===== config.mk =====
export PLATFORM = sky130hd
export DESIGN_NAME = sds_divider
export DESIGN_NICKNAME = d
export VERILOG_FILES = /design/src/design/sds_pkg.sv /design/src/design/sds_divider.sv
export SDC_FILE = /design/constraint.sdc
export NUM_CORES = 1
export LEC_CHECK = 0
export BUFFER_PORTS_ARGS = -buffer_cell sky130_fd_sc_hd__buf_4
export CORE_ASPECT_RATIO = 1.5
export CORE_UTILIZATION = 50
export CTS_BUF_LIST = sky130_fd_sc_hd__clkbuf_8
export DETAILED_ROUTE_END_ITERATION = 12
export MAX_ROUTING_LAYER = met4
export PLACE_DENSITY = 0.86
export RECOVER_POWER = 50
export SLEW_MARGIN = 20
export SYNTH_ARGS = -nofsm -noshare
export SYNTH_HDL_FRONTEND = slang
export SYNTH_SLANG_ARGS = --single-unit

===== constraint.sdc =====
create_clock -name clock -period 2.6 [get_ports clock]
set_clock_uncertainty 0.15 [all_clocks]
set_input_delay 0.52 -clock clock [delete_from_list [all_inputs] [get_ports clock]]
set_output_delay 0.52 -clock clock [all_outputs]
set_load 0.01 [all_outputs]

===== src/design/sds_pkg.sv =====
// ----------------------------------------------------------------------------
// sds_pkg: shared types and constants of the stroke dab spacer
// Field widths, fixed-point sizes, command codes, state codes and the structs
// that pass between the front, the queue, the back and the divider.
// ----------------------------------------------------------------------------
package sds_pkg;

   // Fixed-point and limit constants
   localparam int FRAC_BITS  = 8;
   localparam int MAX_DABS   = 64;
   localparam int COORD_W    = 16;
   localparam int SPACING_W  = 10;
   localparam int DELTA_W    = COORD_W + 1;
   localparam int SQ_W       = 2 * DELTA_W;
   localparam int LEN_W      = DELTA_W + FRAC_BITS;
   localparam int SQRT_STEPS = LEN_W;
   localparam int STEP_W     = $clog2(SQRT_STEPS);
   localparam int REM_W      = LEN_W + 3;
   localparam int SPF_W      = SPACING_W + FRAC_BITS;
   localparam int CARRY_W    = SPF_W;
   localparam int DIST_W     = LEN_W + 1;
   localparam int N_W        = $clog2(MAX_DABS + 1);
   localparam int T_W        = SPF_W + N_W + 1;
   localparam int MUL_W      = DELTA_W + T_W;
   localparam int Q_W        = T_W + 2;

   // Divider sizes
   localparam int DVD_W      = MUL_W;
   localparam int DVS_W      = LEN_W;
   localparam int DIV_CNT_W  = $clog2(DVD_W);

   // Queue sizes
   localparam int QUEUE_DEPTH = 4;
   localparam int QPTR_W      = $clog2(QUEUE_DEPTH);
   localparam int QCNT_W      = $clog2(QUEUE_DEPTH + 1);

   // Configuration port
   localparam int CSR_ADDR_W  = 3;
   localparam int CSR_DATA_W  = 32;
   localparam logic REG_SPACING = 1'b0;
   localparam logic [SPACING_W-1:0] SPACING_RESET = SPACING_W'(1);

   // Event kinds on the input channel
   localparam logic [1:0] EVT_PRESS   = 2'd0;
   localparam logic [1:0] EVT_MOVE    = 2'd1;
   localparam logic [1:0] EVT_RELEASE = 2'd2;

   typedef struct packed {
      logic [1:0]                 req_type;
      logic signed [COORD_W-1:0]  pointer_x;
      logic signed [COORD_W-1:0]  pointer_y;
      logic                       left_button;
      logic                       layer_visible;
   } req_item_type;

   typedef struct packed {
      logic signed [COORD_W-1:0]  dab_x;
      logic signed [COORD_W-1:0]  dab_y;
      logic                       last;
      logic                       truncated;
   } rsp_item_type;

   typedef enum logic {
      CMD_PRESS,
      CMD_MOVE
   } cmd_type;

   typedef struct packed {
      cmd_type                    cmd;
      logic signed [COORD_W-1:0]  x;
      logic signed [COORD_W-1:0]  y;
   } queue_entry_type;

   typedef struct packed {
      logic            valid;
      queue_entry_type entry;
   } queue_push_type;

   typedef struct packed {
      logic            valid;
      queue_entry_type entry;
   } queue_head_type;

   typedef struct packed {
      logic              start;
      logic [DVD_W-1:0]  dividend;
      logic [DVS_W-1:0]  divisor;
   } div_req_type;

   typedef struct packed {
      logic              done;
      logic [DVD_W-1:0]  quotient;
      logic [DVS_W-1:0]  remainder;
   } div_rsp_type;

   typedef enum logic [3:0] {
      BK_IDLE,
      BK_SQUARE,
      BK_SUM,
      BK_SQRT,
      BK_DIV_N,
      BK_DIV_XS,
      BK_DIV_YS,
      BK_DIV_X1,
      BK_DIV_Y1,
      BK_WALK
   } back_state_type;

   typedef enum logic [1:0] {
      PH_MUL,
      PH_START,
      PH_WAIT
   } div_phase_type;

endpackage


===== src/design/sds_divider.sv =====
// ----------------------------------------------------------------------------
// sds_divider: iterative unsigned divider
// Restoring division, one quotient bit per cycle. A start pulse loads the
// operands; done pulses for one cycle when quotient and remainder are ready.
// ----------------------------------------------------------------------------
module sds_divider (
   input  logic                 clock,
   input  logic                 reset,
   input  sds_pkg::div_req_type div_req,
   output sds_pkg::div_rsp_type div_rsp
);
   import sds_pkg::*;

   logic                  busy_ff, busy_in;
   logic                  done_ff, done_in;
   logic [DIV_CNT_W-1:0]  cnt_ff, cnt_in;
   logic [DVD_W-1:0]      quo_ff, quo_in;
   logic [DVS_W-1:0]      rem_ff, rem_in;
   logic [DVS_W-1:0]      dvs_ff, dvs_in;
   logic [DVS_W:0]        rem_shift;
   logic [DVS_W:0]        rem_diff;
   logic                  fits;

   assign rem_shift = {rem_ff, quo_ff[DVD_W-1]};
   assign rem_diff  = rem_shift - {1'b0, dvs_ff};
   assign fits      = (rem_shift >= {1'b0, dvs_ff});

   // One restoring step per cycle
   always_comb begin
      busy_in = busy_ff;
      done_in = 1'b0;
      cnt_in  = cnt_ff;
      quo_in  = quo_ff;
      rem_in  = rem_ff;
      dvs_in  = dvs_ff;
      if (div_req.start) begin
         busy_in = 1'b1;
         cnt_in  = '0;
         quo_in  = div_req.dividend;
         rem_in  = '0;
         dvs_in  = div_req.divisor;
      end else if (busy_ff) begin
         quo_in = {quo_ff[DVD_W-2:0], fits};
         rem_in = fits ? rem_diff[DVS_W-1:0] : rem_shift[DVS_W-1:0];
         cnt_in = cnt_ff + 1'b1;
         if (cnt_ff == DIV_CNT_W'(DVD_W - 1)) begin
            busy_in = 1'b0;
            done_in = 1'b1;
         end
      end
   end

   always_ff @(posedge clock) begin
      if (reset) begin
         busy_ff <= 1'b0;
         done_ff <= 1'b0;
         cnt_ff  <= '0;
      end else begin
         busy_ff <= busy_in;
         done_ff <= done_in;
         cnt_ff  <= cnt_in;
      end
   end

   always_ff @(posedge clock) begin
      quo_ff <= quo_in;
      rem_ff <= rem_in;
      dvs_ff <= dvs_in;
   end

   assign div_rsp.done      = done_ff;
   assign div_rsp.quotient  = quo_ff;
   assign div_rsp.remainder = rem_ff;

endmodule


## After elaboration in Yosys (flattened, before gate mapping)

Index checks and enable logic that the tools add are counted.

| operators by class | value |
|---|---|
| add/sub/neg operators | 2 |
| $mul | 0 |
| div/mod/pow operators | 0 |
| $lt $le $gt $ge | 1 |
| equal/unequal tests | 1 |
| shift operators | 0 |
| muxes and demuxes | 7 |
| bitwise gates (word level) | 1 |
| reductions and logical operators | 3 |

Operators by type and width:

| kind | count |
|---|---|
| $mux W43 | 2 |
| $ge A26 B25 Y1 | 1 |
| $mux W25 | 1 |
| $sub A25 B25 Y25 | 1 |
| $add A6 B1 Y6 const B | 1 |
| $eq A6 B6 Y1 const B | 1 |
| $mux W1 | 4 |
| $reduce_or A3 Y1 | 1 |
| $reduce_bool A2 Y1 | 1 |
| $reduce_or A2 Y1 | 1 |
| $not A1 Y1 | 1 |

| storage, ports and cells | value |
|---|---|
| register bits | 101 |
| latch bits | 0 |
| memory bits (writable) | 0 |
| memory bits (read-only) | 0 |
| output and inout bits | 69 |
| memories | 0 |

## Longest topological paths before layout

Gate-level depths: netlist (run 1).

| logic depth | value |
|---|---|
| depth in word-level cells | 4 |
| gate-level depth with buffers | 15 |

## Least setup slack after synthesis (run 1)

Ideal clock, no wire load.

| path | value |
|---|---|
| path type | register to register |
| start point | register quo_ff[42] |
| end point | register rem_ff[20] |
| setup time | 0.129 ns |
| arrival time | 2.545 ns |
| required time | 2.321 ns |
| slack | -0.224 ns |
| cell stages (with the launch flop) | 15 |
| buffers on the path | 1 |
| cells stage by stage | edfxtp_1 inv_1 ha_1 inv_1 fa_1 a21oi_1 o21ai_2 a21oi_2 nor3_2 o21ai_2 o31a_1 buf_6 mux2_2 mux2i_1 nor2_1 |

| between the ends | value |
|---|---|
| longest elaborated chain between the ends | 2 |
| elaborated cells on any way between the ends | 3 |
| those cells by class | 1 x add/sub; 1 x order compare; 1 x mux |

RTL lines:

| item | RTL line | source |
|---|---|---|
| start, declared | sds_divider.sv:17 | `logic [DVD_W-1:0] quo_ff, quo_in;` |
| start signal, assigned | sds_divider.sv:66 | `quo_ff <= quo_in;` |
| $sub A25 B25 Y25 or $ge A26 B25 Y1 (tied branches) | sds_divider.sv:25, sds_divider.sv:26 |  |
| $mux W25 (*) | sds_divider.sv:44 | `rem_in = fits ? rem_diff[DVS_W-1:0] : rem_shift[DVS_W-1:0];` |
| end signal, assigned | sds_divider.sv:67 | `rem_ff <= rem_in;` |
| end, declared | sds_divider.sv:18 | `logic [DVS_W-1:0] rem_ff, rem_in;` |

Every way passes the cells marked *; elsewhere a longest branch is shown, timed or not.
A chain may end at the register's enable or synchronous reset.

## Worst setup path after layout (run 1)

| path | value |
|---|---|
| start point | register dvs_ff[6] |
| end point | register rem_ff[23] |

| between the ends | value |
|---|---|
| longest elaborated chain between the ends | 2 |
| elaborated cells on any way between the ends | 3 |
| those cells by class | 1 x add/sub; 1 x order compare; 1 x mux |

RTL lines:

| item | RTL line | source |
|---|---|---|
| start, declared | sds_divider.sv:19 | `logic [DVS_W-1:0] dvs_ff, dvs_in;` |
| start signal, assigned | sds_divider.sv:68 | `dvs_ff <= dvs_in;` |
| $sub A25 B25 Y25 or $ge A26 B25 Y1 (tied branches) | sds_divider.sv:25, sds_divider.sv:26 |  |
| $mux W25 (*) | sds_divider.sv:44 |  |

Marks and branches as above.

==> results.json, run 1 <==
{
  "outcome": "finished, violations left",
  "violations": "setup timing",
  "fin_nets": 811,
  "slowest_delay_ns": 0.38,
  "cp.arrival_ns": 2.97,
  "finalMaxSlewViolations": 0,
  "syn_to_final_growth_pct": 41.8,
  "cts_tree": "yes",
  "ys.flop_type": "edfxtp_1",
  "cts-root-buf": "clkbuf_8",
  "syn_nets": 586,
  "start_util_pct": 51.6,
  "cp_max_fo": 5,
  "numCtsBuffers": 9,
  "grt_max_degree": 44,
  "grt_overflow": 0,
  "critPathRequiredTime_ns": 2.73,
  "synth_edf_count": 68,
  "use_met1_pct": 29.6,
  "synth_area_leaders": "edfxtp_1 37%, dfxtp_1 12%, mux2_2 9.0%",
  "critical_path_class": "reg2reg",
  "io_pins": 140,
  "max_slew_margin_pct": 27.2,
  "die_x_um": 87.6,
  "start_kind": "flip-flop",
  "ys_seq_area_share_pct": 49.2,
  "hold_viol": 0,
  "cts-hold-fix-buffers": 0,
  "antenna_found_initial": 0,
  "layout_min_cycle_time_ns": 2.84,
  "diodes": 0,
  "setup_viol": 25,
  "cts_sinks": 101,
  "rows": 46,
  "firstDrtPassIters": 5,
  "drc_errors": 0,
  "grt_pass1_vias": 4935,
  "vias": 4775,
  "yosysTopAreaCell": "edfxtp_1",
  "grt_usage_pct": 28.3,
  "clkLatencyLatePin_ns": 0.37,
  "power_density_nw_per_um2": 594,
  "use_met2_pct": 51.6,
  "synth.top_cell.area_share_pct": 37.1,
  "grtUsageMet3_pct": 4.02,
  "fin_ws_ns": -0.244,
  "viasPerCell": 5.55,
  "cts_buffer_depth": 2,
  "setup_tns_ns": -3.48,
  "dp_hpwl_um": 11600,
  "fin_area_um2": 7790,
  "yosysWarnings": 0,
  "synth_most_common_cell": "edfxtp_1",
  "synth_cells": 487,
  "p_leak_nw": 3.42,
  "die_h_um": 130,
  "rsz0062_at_grt": "true",
  "min_path_type": "in2reg",
  "fmax_ghz": 0.352,
  "drtAntennaViolNets": 0,
  "core_area_um2": 10600,
  "drv_cap": 0,
  "slowest_stage": "edfxtp_1",
  "ys_async_sr_fraction_pct": 0,
  "synth_seq_cells": 101,
  "place_area_um2": 7240,
  "gp_congestion": 0.926,
  "grt_pass1_wl_um": 23600,
  "portBuffers": 139,
  "synthTopCellsByCount": "68 x edfxtp_1, 44 x mux2_2, 43 x nor2_1",
  "finalCritPeriodShare_pct": 109,
  "cts.clk_slew.worst_paths_ns": 0.11,
  "ys_types": 62,
  "cts.htree.levels": 3,
  "tightest_slew_ns": 1.09,
  "initialDrtViolationCount": 248,
  "syn-cell-area_um2": 5500,
  "crit_path_end_kind": "flip-flop",
  "grt-busiest-layer": "met2",
  "path_cells": "inv_1, ha_1, a21oi_1, o22ai_1, a21o_2, a41oi_4, o41ai_4, a221oi_2, o21a_1, mux2_4, a2111oi_4",
  "wl_per_cell_um": 18.3,
  "hold_slack_ns": 0.156,
  "wl_um": 15700,
  "avgSynthCellArea_um2": 11.3,
  "peakVddDrop_mv": 0.378,
  "drive_gt1_share_pct": 50.3,
  "die_area_um2": 11400
}
## final timing paths
path	from	to	slack, ns	cells past startpoint
setup / recovery	dvs_ff[6]	rem_ff[23]	-0.24	11
hold / removal	reset	busy_ff	0.16	2
setup reg to reg	dvs_ff[6]	rem_ff[23]	-0.24	11
hold reg to reg	cnt_ff[5]	done_ff	0.34	2
## critical path: cells and delay by family, from the launching register on
family                   cells  cell delay [ns]
adder cells (fa/ha/maj)      1             0.27
flip-flops                   1             0.38
multiplexers                 1             0.33
AO/OA/AOI/OAI                8             1.56
buffers and inverters        1             0.07
## timing repair
item,4_1_cts,5_1_grt
endpoints found under the setup margin,26,26
gates cloned,0,2
pin swaps,11,16
gates resized for setup,24,32
setup buffers,11,1
## cells by family (layout without fill, tap and decap cells)
kind of cell	count (synthesis)	after routing	synth area share (%)
muxes	51	51	10.3
and+or+nand+nor	100	100	8.83
AOI/OAI and AO/OA	120	120	15.0
adders and majority gates	28	28	6.51
DFF	101	101	49.2
buffers and inverters	63	293	6.35
xor gates and xnor gates	24	24	3.82
## metrics by stage
step | power [mW] | setup WS [ns] | utilization (%) | std cells
after floorplan | 2.75 | -0.107 | - | 487
after global placement | 3.30 | -0.261 | 68.0 | 832
after detailed placement | 3.35 | -0.347 | 68.0 | 832
after CTS | 4.52 | -0.222 | 71.7 | 859
after global routing | 4.83 | -0.350 | 73.2 | 861
final | 4.63 | -0.244 | 73.2 | 861
## layout make-up
| cell class | instances | area (um^2) |
|---|---|---|
| fillers | 731 | 2850 |
| flip-flops and latches | 101 | 2700 |
| multi-input cells | 323 | 2700 |
| repair buffers | 239 | 1860 |
| well taps | 144 | 180 |
| inverters | 38 | 143 |
| clock buffers | 9 | 124 |
| clock inverters | 7 | 88.8 |
## sequential cells by signal (all words and copies together) (netlist names)
| name | cells |
|---|---|
| done_ff | 1 |
| dvs_ff | 25 |
| rem_ff | 25 |
| quo_ff | 43 |
| cnt_ff | 6 |
| busy_ff | 1 |
## where the power goes
part / switching, mW / total, mW / internal (mW)
combinational: 0.768 / 1.58 / 0.814
clock: 0.614 / 1.08 / 0.469
sequential: 0.0855 / 1.96 / 1.88
## cells in the final DEF (no fill, tap or decap), drive strengths merged, types with 7 or more instances in the layout
master	n
a21oi	39
edfxtp	68
nand2	24
a211oi	16
clkbuf	38
ha	27
nand4	8
dfxtp	33
o21ai	23
mux2i	7
xor2	12
a21o	8
o21bai	8
mux2	44
xnor2	12
nor2	45
inv	41
buf	210
## routing by layer
metal  vias up  wire [um]
li1       2224          -
met4         0        524
met3        39        769
met1      2334       5790
met5         -          0
met2       178       8660
Note: power is estimated with default switching activity, not from simulation.
==> inputs of run 2 (changes only) <==
==> constraint.sdc (replaced) <==
create_clock -name clock -period 2.6 [get_ports clock]
set_clock_uncertainty 0.15 [all_clocks]
set_input_delay 0.52 -clock clock [delete_from_list [all_inputs] [get_ports clock]]
set_output_delay 0.52 -clock clock [all_outputs]
set_load 0.02 [all_outputs]
==> run 2 against run 1 <==
The flow still finishes with violations (setup timing). Combinational power up 5%. Via count up 0.86%. Highest routed layer unchanged. Non-clock buffer count up 4. Register-to-register slack worse by 0.09 ns. First-iteration DRC count up 13%. Die area unchanged.
==> results.json, run 2 (same netlist as run 1, synthesis figures left out) <==
{
  "fin_ws_ns": -0.330,
  "internal_power_mw": 3.05,
  "layout_min_cycle_time_ns": 2.93,
  "p_seq_share_pct": 42.7,
  "tightest_slew_ns": 1.49,
  "die_x_um": 87.6,
  "firstDrtPassIters": 4,
  "gp_congestion": 0.942,
  "worst_path_most_repeated_cell": "o21ai_2",
  "outcome": "finished, violations left",
  "clkLatencyLatePin_ns": 0.38,
  "antenna_found_initial": 0,
  "rows": 46,
  "max_slew_margin_pct": 0.984,
  "power_frac_clock_pct": 21.2,
  "viasPerCell": 5.57,
  "cts.clk_slew.worst_paths_ns": 0.11,
  "largest_reg_flops": 43,
  "largest_register": "quo_ff",
  "numCtsBuffers": 9,
  "final_cell_mix": "203 x buf_4, 68 x edfxtp_1, 43 x mux2_2, 37 x inv_1, 37 x nor2_1",
  "setup_viol": 26,
  "cts-hold-fix-buffers": 0,
  "grt_overflow": 0,
  "p_leak_nw": 3.45,
  "die_h_um": 130,
  "diodes": 0,
  "finalMaxSlewViolations": 0,
  "cts-root-buf": "clkbuf_8",
  "slowest_delay_ns": 0.43,
  "cp_max_fo": 3,
  "peakVddDrop_mv": 0.403,
  "hold_viol": 0,
  "layout_commonest_cell": "buf_4",
  "p_sw_share_pct": 33.5,
  "switchingPower_mw": 1.54,
  "grt_usage_pct": 27.5,
  "violations": "setup timing",
  "portBuffers": 139,
  "syn_to_final_growth_pct": 40.6,
  "initialDrtViolationCount": 281,
  "wl_um": 15600,
  "grt_pass1_vias": 4985,
  "timing.critical_path.buf_inv": 3,
  "cp.arrival_ns": 3.07,
  "fin_nets": 815,
  "wl_per_cell_um": 18.0,
  "start_util_pct": 51.6,
  "largestRegisters": "quo_ff (43), dvs_ff (25), rem_ff (25)",
  "io_pins": 140,
  "drtAntennaViolNets": 0,
  "finalCritPeriodShare_pct": 113,
  "drive_gt1_share_pct": 49.4,
  "dp_hpwl_um": 11200,
  "die_area_um2": 11400,
  "grt_max_degree": 43,
  "drc_errors": 0,
  "combinationalPowerShare_pct": 36.1,
  "drv_cap": 0,
  "grt_pass1_wl_um": 23100,
  "cts_sinks": 101,
  "cp_top_family": "compound AO/OA/AOI/OAI gates",
  "critPathRequiredTime_ns": 2.74,
  "start_kind": "flip-flop",
  "min_path_type": "in2reg",
  "power_density_nw_per_um2": 594,
  "dp_slack_ns": -0.339,
  "path_cells": "inv_1, ha_2, inv_2, fa_2, a21oi_4, o21ai_2, a21oi_2, nor3_2, o21ai_2, o31a_1, buf_4, nor4_2, mux2_2, a2111oi_4",
  "vias": 4816,
  "slowest_stage": "edfxtp_1",
  "cts_tree": "yes",
  "final_util_pct": 72.6,
  "cts_buffer_depth": 2,
  "fmax_ghz": 0.341,
  "core_area_um2": 10600,
  "cts.htree.levels": 3,
  "crit_path_end_kind": "flip-flop",
  "rsz0062_at_grt": "true",
  "critical_path_class": "reg2reg"
}
-- run 2: cell types whose count changed in the layout (fill, tap and decap cells not counted), moves of 3 or more --
cell      previous run  this run
nor2_1              34        37
ha_1                20        24
dfxtp_2              0         4
a211oi_2             6         2
o21ai_1             14         9
dfxtp_1             33        29
buf_6                3         6
a211oi_1            10        14
ha_4                 5         1
nor2_2               7         2
o21ai_2              4         7
-- run 2: layer usage --
layer | routed length [um] | vias to the layer above | GRT usage [%]
li1 | - | 2232 | -
met1 | 5690 | 2293 | 28.9
met2 | 8330 | 243 | 49.7
met3 | 961 | 48 | 4.40
met4 | 606 | 0 | 13.4
met5 | 0 | - | -
-- run 2: layout make-up --
class,count,area [um^2]
fill,726,2920
sequential,101,2710
multi-input combinational,323,2630
timing repair buffer,243,1880
tap,144,180
inverter,38,143
clock buffer,9,124
clock inverter,7,60.1
-- run 2: power groups by stage --
stage	clock, mW	sequential (mW)	combinational [mW]
finish	0.973	1.96	1.66
global route	1.04	1.98	1.77
CTS	0.983	1.96	1.50
floorplan	0	2.12	0.706
global placement	0	1.99	1.39
detailed placement	0	1.99	1.43
-- run 2: stage by stage --
| step | instances | cell area [um^2] | power [mW] | hold WS, ns | TNS [ns] |
|---|---|---|---|---|---|
| 6_report | 865 | 7730 | 4.59 | 0.136 | -6.57 |
| 3_3_place_gp | 832 | 7210 | 3.38 | 0.309 | -3.20 |
| 4_1_cts | 856 | 7530 | 4.45 | 0.129 | -4.30 |
| 5_1_grt | 865 | 7730 | 4.78 | 0.130 | -9.83 |
| 2_1_floorplan | 487 | 5520 | 2.83 | 0.293 | -1.74 |
| 3_5_place_dp | 832 | 7210 | 3.42 | 0.338 | -5.45 |
-- run 2: path summary, 6_finish.rpt --
kind,from,end,slack (ns),cells after the start
min,reset,busy_ff,0.14,2
max,quo_ff[42],rem_ff[23],-0.33,14
max reg2reg,quo_ff[42],rem_ff[23],-0.33,14
min reg2reg,cnt_ff[5],cnt_ff[5],0.35,2
-- run 2: timing repair --
action | in CTS | in global routing
gates cloned | 0 | 2
setup buffers | 8 | 8
resized for setup | 18 | 36
endpoints found under the setup margin | 26 | 26
pin swaps | 10 | 24
==> inputs of run 3 (changes only) <==
--- a/config.mk
+++ b/config.mk
@@ -12,7 +12,6 @@
 export DETAILED_ROUTE_END_ITERATION = 12
 export MAX_ROUTING_LAYER = met4
 export PLACE_DENSITY = 0.86
-export RECOVER_POWER = 50
 export SLEW_MARGIN = 20
 export SYNTH_ARGS = -nofsm -noshare
 export SYNTH_HDL_FRONTEND = slang
==> run 3 against run 2 <==
The run still ends with setup timing left. Critical endpoint is now rem_ff[20]. Critical path depth stayed put. Global-route usage stayed put. Via count is 0.19% higher. Worst setup slack better by 0.0015 ns. Combinational power hardly changed. Power is 0.41% higher. Register-to-register slack hardly changed. Count of clock-buffer cells in the layout stayed put.
==> results.json, run 3 (same netlist as run 1, synthesis figures left out) <==
{
  "viasPerCell": 5.58,
  "finalMaxSlewViolations": 0,
  "grt_pass1_vias": 4985,
  "die_area_um2": 11400,
  "holdPathStages": 2,
  "gp_congestion": 0.942,
  "peakVddDrop_mv": 0.405,
  "cp_max_fo": 3,
  "hold_viol": 0,
  "worstReg2RegEnd": "rem_ff[20]",
  "max_slew_margin_pct": 57.5,
  "fin_ws_ns": -0.328,
  "cts-root-buf": "clkbuf_8",
  "start_kind": "flip-flop",
  "drtAntennaViolNets": 0,
  "drive_gt1_share_pct": 50.1,
  "core_area_um2": 10600,
  "largestRegisters": "quo_ff (43), dvs_ff (25), rem_ff (25)",
  "hold_slack_ns": 0.136,
  "firstDrtPassIters": 5,
  "cts_tree": "yes",
  "layout.cells.non_filler": 865,
  "largest_reg_flops": 43,
  "portBuffers": 139,
  "critical_path_class": "reg2reg",
  "setup_tns_ns": -6.46,
  "fin_nets": 815,
  "clkLatencyLatePin_ns": 0.38,
  "critPathRequiredTime_ns": 2.74,
  "start_util_pct": 51.6,
  "antenna_found_initial": 0,
  "grt_usage_pct": 27.5,
  "diodes": 0,
  "cts_buffer_depth": 2,
  "syn_to_final_growth_pct": 41.4,
  "rows": 46,
  "power_mw": 4.61,
  "grt_overflow": 0,
  "wl_um": 15600,
  "numCtsBuffers": 9,
  "p_leak_nw": 3.48,
  "dp.cells": 832,
  "layout_min_cycle_time_ns": 2.93,
  "layout_commonest_cell": "buf_4",
  "largest_register": "quo_ff",
  "vias": 4825,
  "hold_path_startpoint": "reset",
  "cp.arrival_ns": 3.06,
  "setup_viol": 26,
  "grt_pass1_wl_um": 23100,
  "fin_area_um2": 7770,
  "cts_sinks": 101,
  "wl_per_cell_um": 18.1,
  "crit_path_end_kind": "flip-flop",
  "r2r_cells": 14,
  "rsz0062_at_grt": "true",
  "min_path_type": "in2reg",
  "min_to": "busy_ff",
  "finalCritPeriodShare_pct": 113,
  "tightest_slew_ns": 0.632,
  "die_x_um": 87.6,
  "final_cell_mix": "231 x buf_4, 68 x edfxtp_1, 44 x mux2_2, 37 x inv_1, 37 x nor2_1",
  "cts.clk_slew.worst_paths_ns": 0.11,
  "regToRegStartpoint": "quo_ff[42]",
  "die_h_um": 130,
  "r2r_setup_slack_ns": -0.33,
  "drc_errors": 0,
  "drv_cap": 0,
  "cts.htree.levels": 3,
  "power_density_nw_per_um2": 593,
  "violations": "setup timing",
  "outcome": "finished, violations left",
  "io_pins": 140,
  "grt_max_degree": 43,
  "initialDrtViolationCount": 277,
  "place_area_um2": 7210,
  "dp_hpwl_um": 11200,
  "fmax_ghz": 0.341
}
[run 3: cell count changes in the layout (fill, tap and decap cells not counted)]
cell / before / now
buf_12: 1 / 3
buf_4: 203 / 231
clkbuf_1: 4 / 0
clkbuf_2: 1 / 0
clkbuf_4: 25 / 0
mux2_1: 1 / 0
mux2_2: 43 / 44
[run 3: area by class of cell]
cell class / count / area, um^2
clock buffer: 9 / 124
inverter: 38 / 143
sequential: 101 / 2710
multi-input combinational: 323 / 2630
tap: 144 / 180
clock inverter: 7 / 60.1
timing repair buffer: 243 / 1930
fill: 719 / 2870
[run 3: how the worst max path moves through the flow]
stage            endpoint  slack [ns]  startpoint  depth (start not counted)
6_report       rem_ff[20]       -0.33  quo_ff[42]                         14
2_1_floorplan  rem_ff[20]       -0.17  quo_ff[42]                         14
3_3_place_gp   rem_ff[23]       -0.23   dvs_ff[2]                         11
3_5_place_dp   rem_ff[23]       -0.34   dvs_ff[2]                         11
4_1_cts        rem_ff[23]       -0.26  quo_ff[42]                         14
5_1_grt        rem_ff[23]       -0.44  quo_ff[42]                         13
[run 3: what timing repair did]
item / 4_1_cts / 5_1_grt
hold buffers: 0 / 0
resized for setup: 18 / 36
endpoints found under the setup margin: 26 / 26
cloned: 0 / 2
buffers inserted: 8 / 8
pin swaps: 10 / 24
[run 3: layer usage]
layer / vias to the layer above / wire length, um / share of wire [%] / global-route usage [%]
met5: - / 0 / 0 / -
met2: 231 / 8340 / 53 / 49.7
li1: 2234 / - / - / -
met1: 2310 / 5870 / 38 / 28.9
met4: 0 / 608 / 3.9 / 13.4
met3: 50 / 820 / 5.2 / 4.40
[run 3: critical path: stages (launching register included)]
cell and delay [ns]:
edfxtp_1 0.43, inv_1 0.08, ha_2 0.17, inv_2 0.04
fa_2 0.38, a21oi_4 0.16, o21ai_2 0.10, a21oi_2 0.16
nor3_2 0.08, o21ai_2 0.17, o31a_1 0.23, buf_4 0.17
mux2_2 0.34, mux2i_1 0.13, nor2_1 0.05
[run 3: through the flow]
stage | setup slack [ns] | utilization [%]
finish | -0.328 | 73.0
global route | -0.439 | 73.0
CTS | -0.261 | 70.8
detailed placement | -0.339 | 67.8
global placement | -0.226 | 67.8
floorplan | -0.168 | -
[run 3: power by group]
group	internal (mW)	switching [mW]	leakage [nW]	total (mW)
Clock	0.364	0.617	0.0892	0.981
Sequential	1.88	0.0819	0.949	1.96
Combinational	0.820	0.852	2.44	1.67
Total	3.06	1.55	3.48	4.61
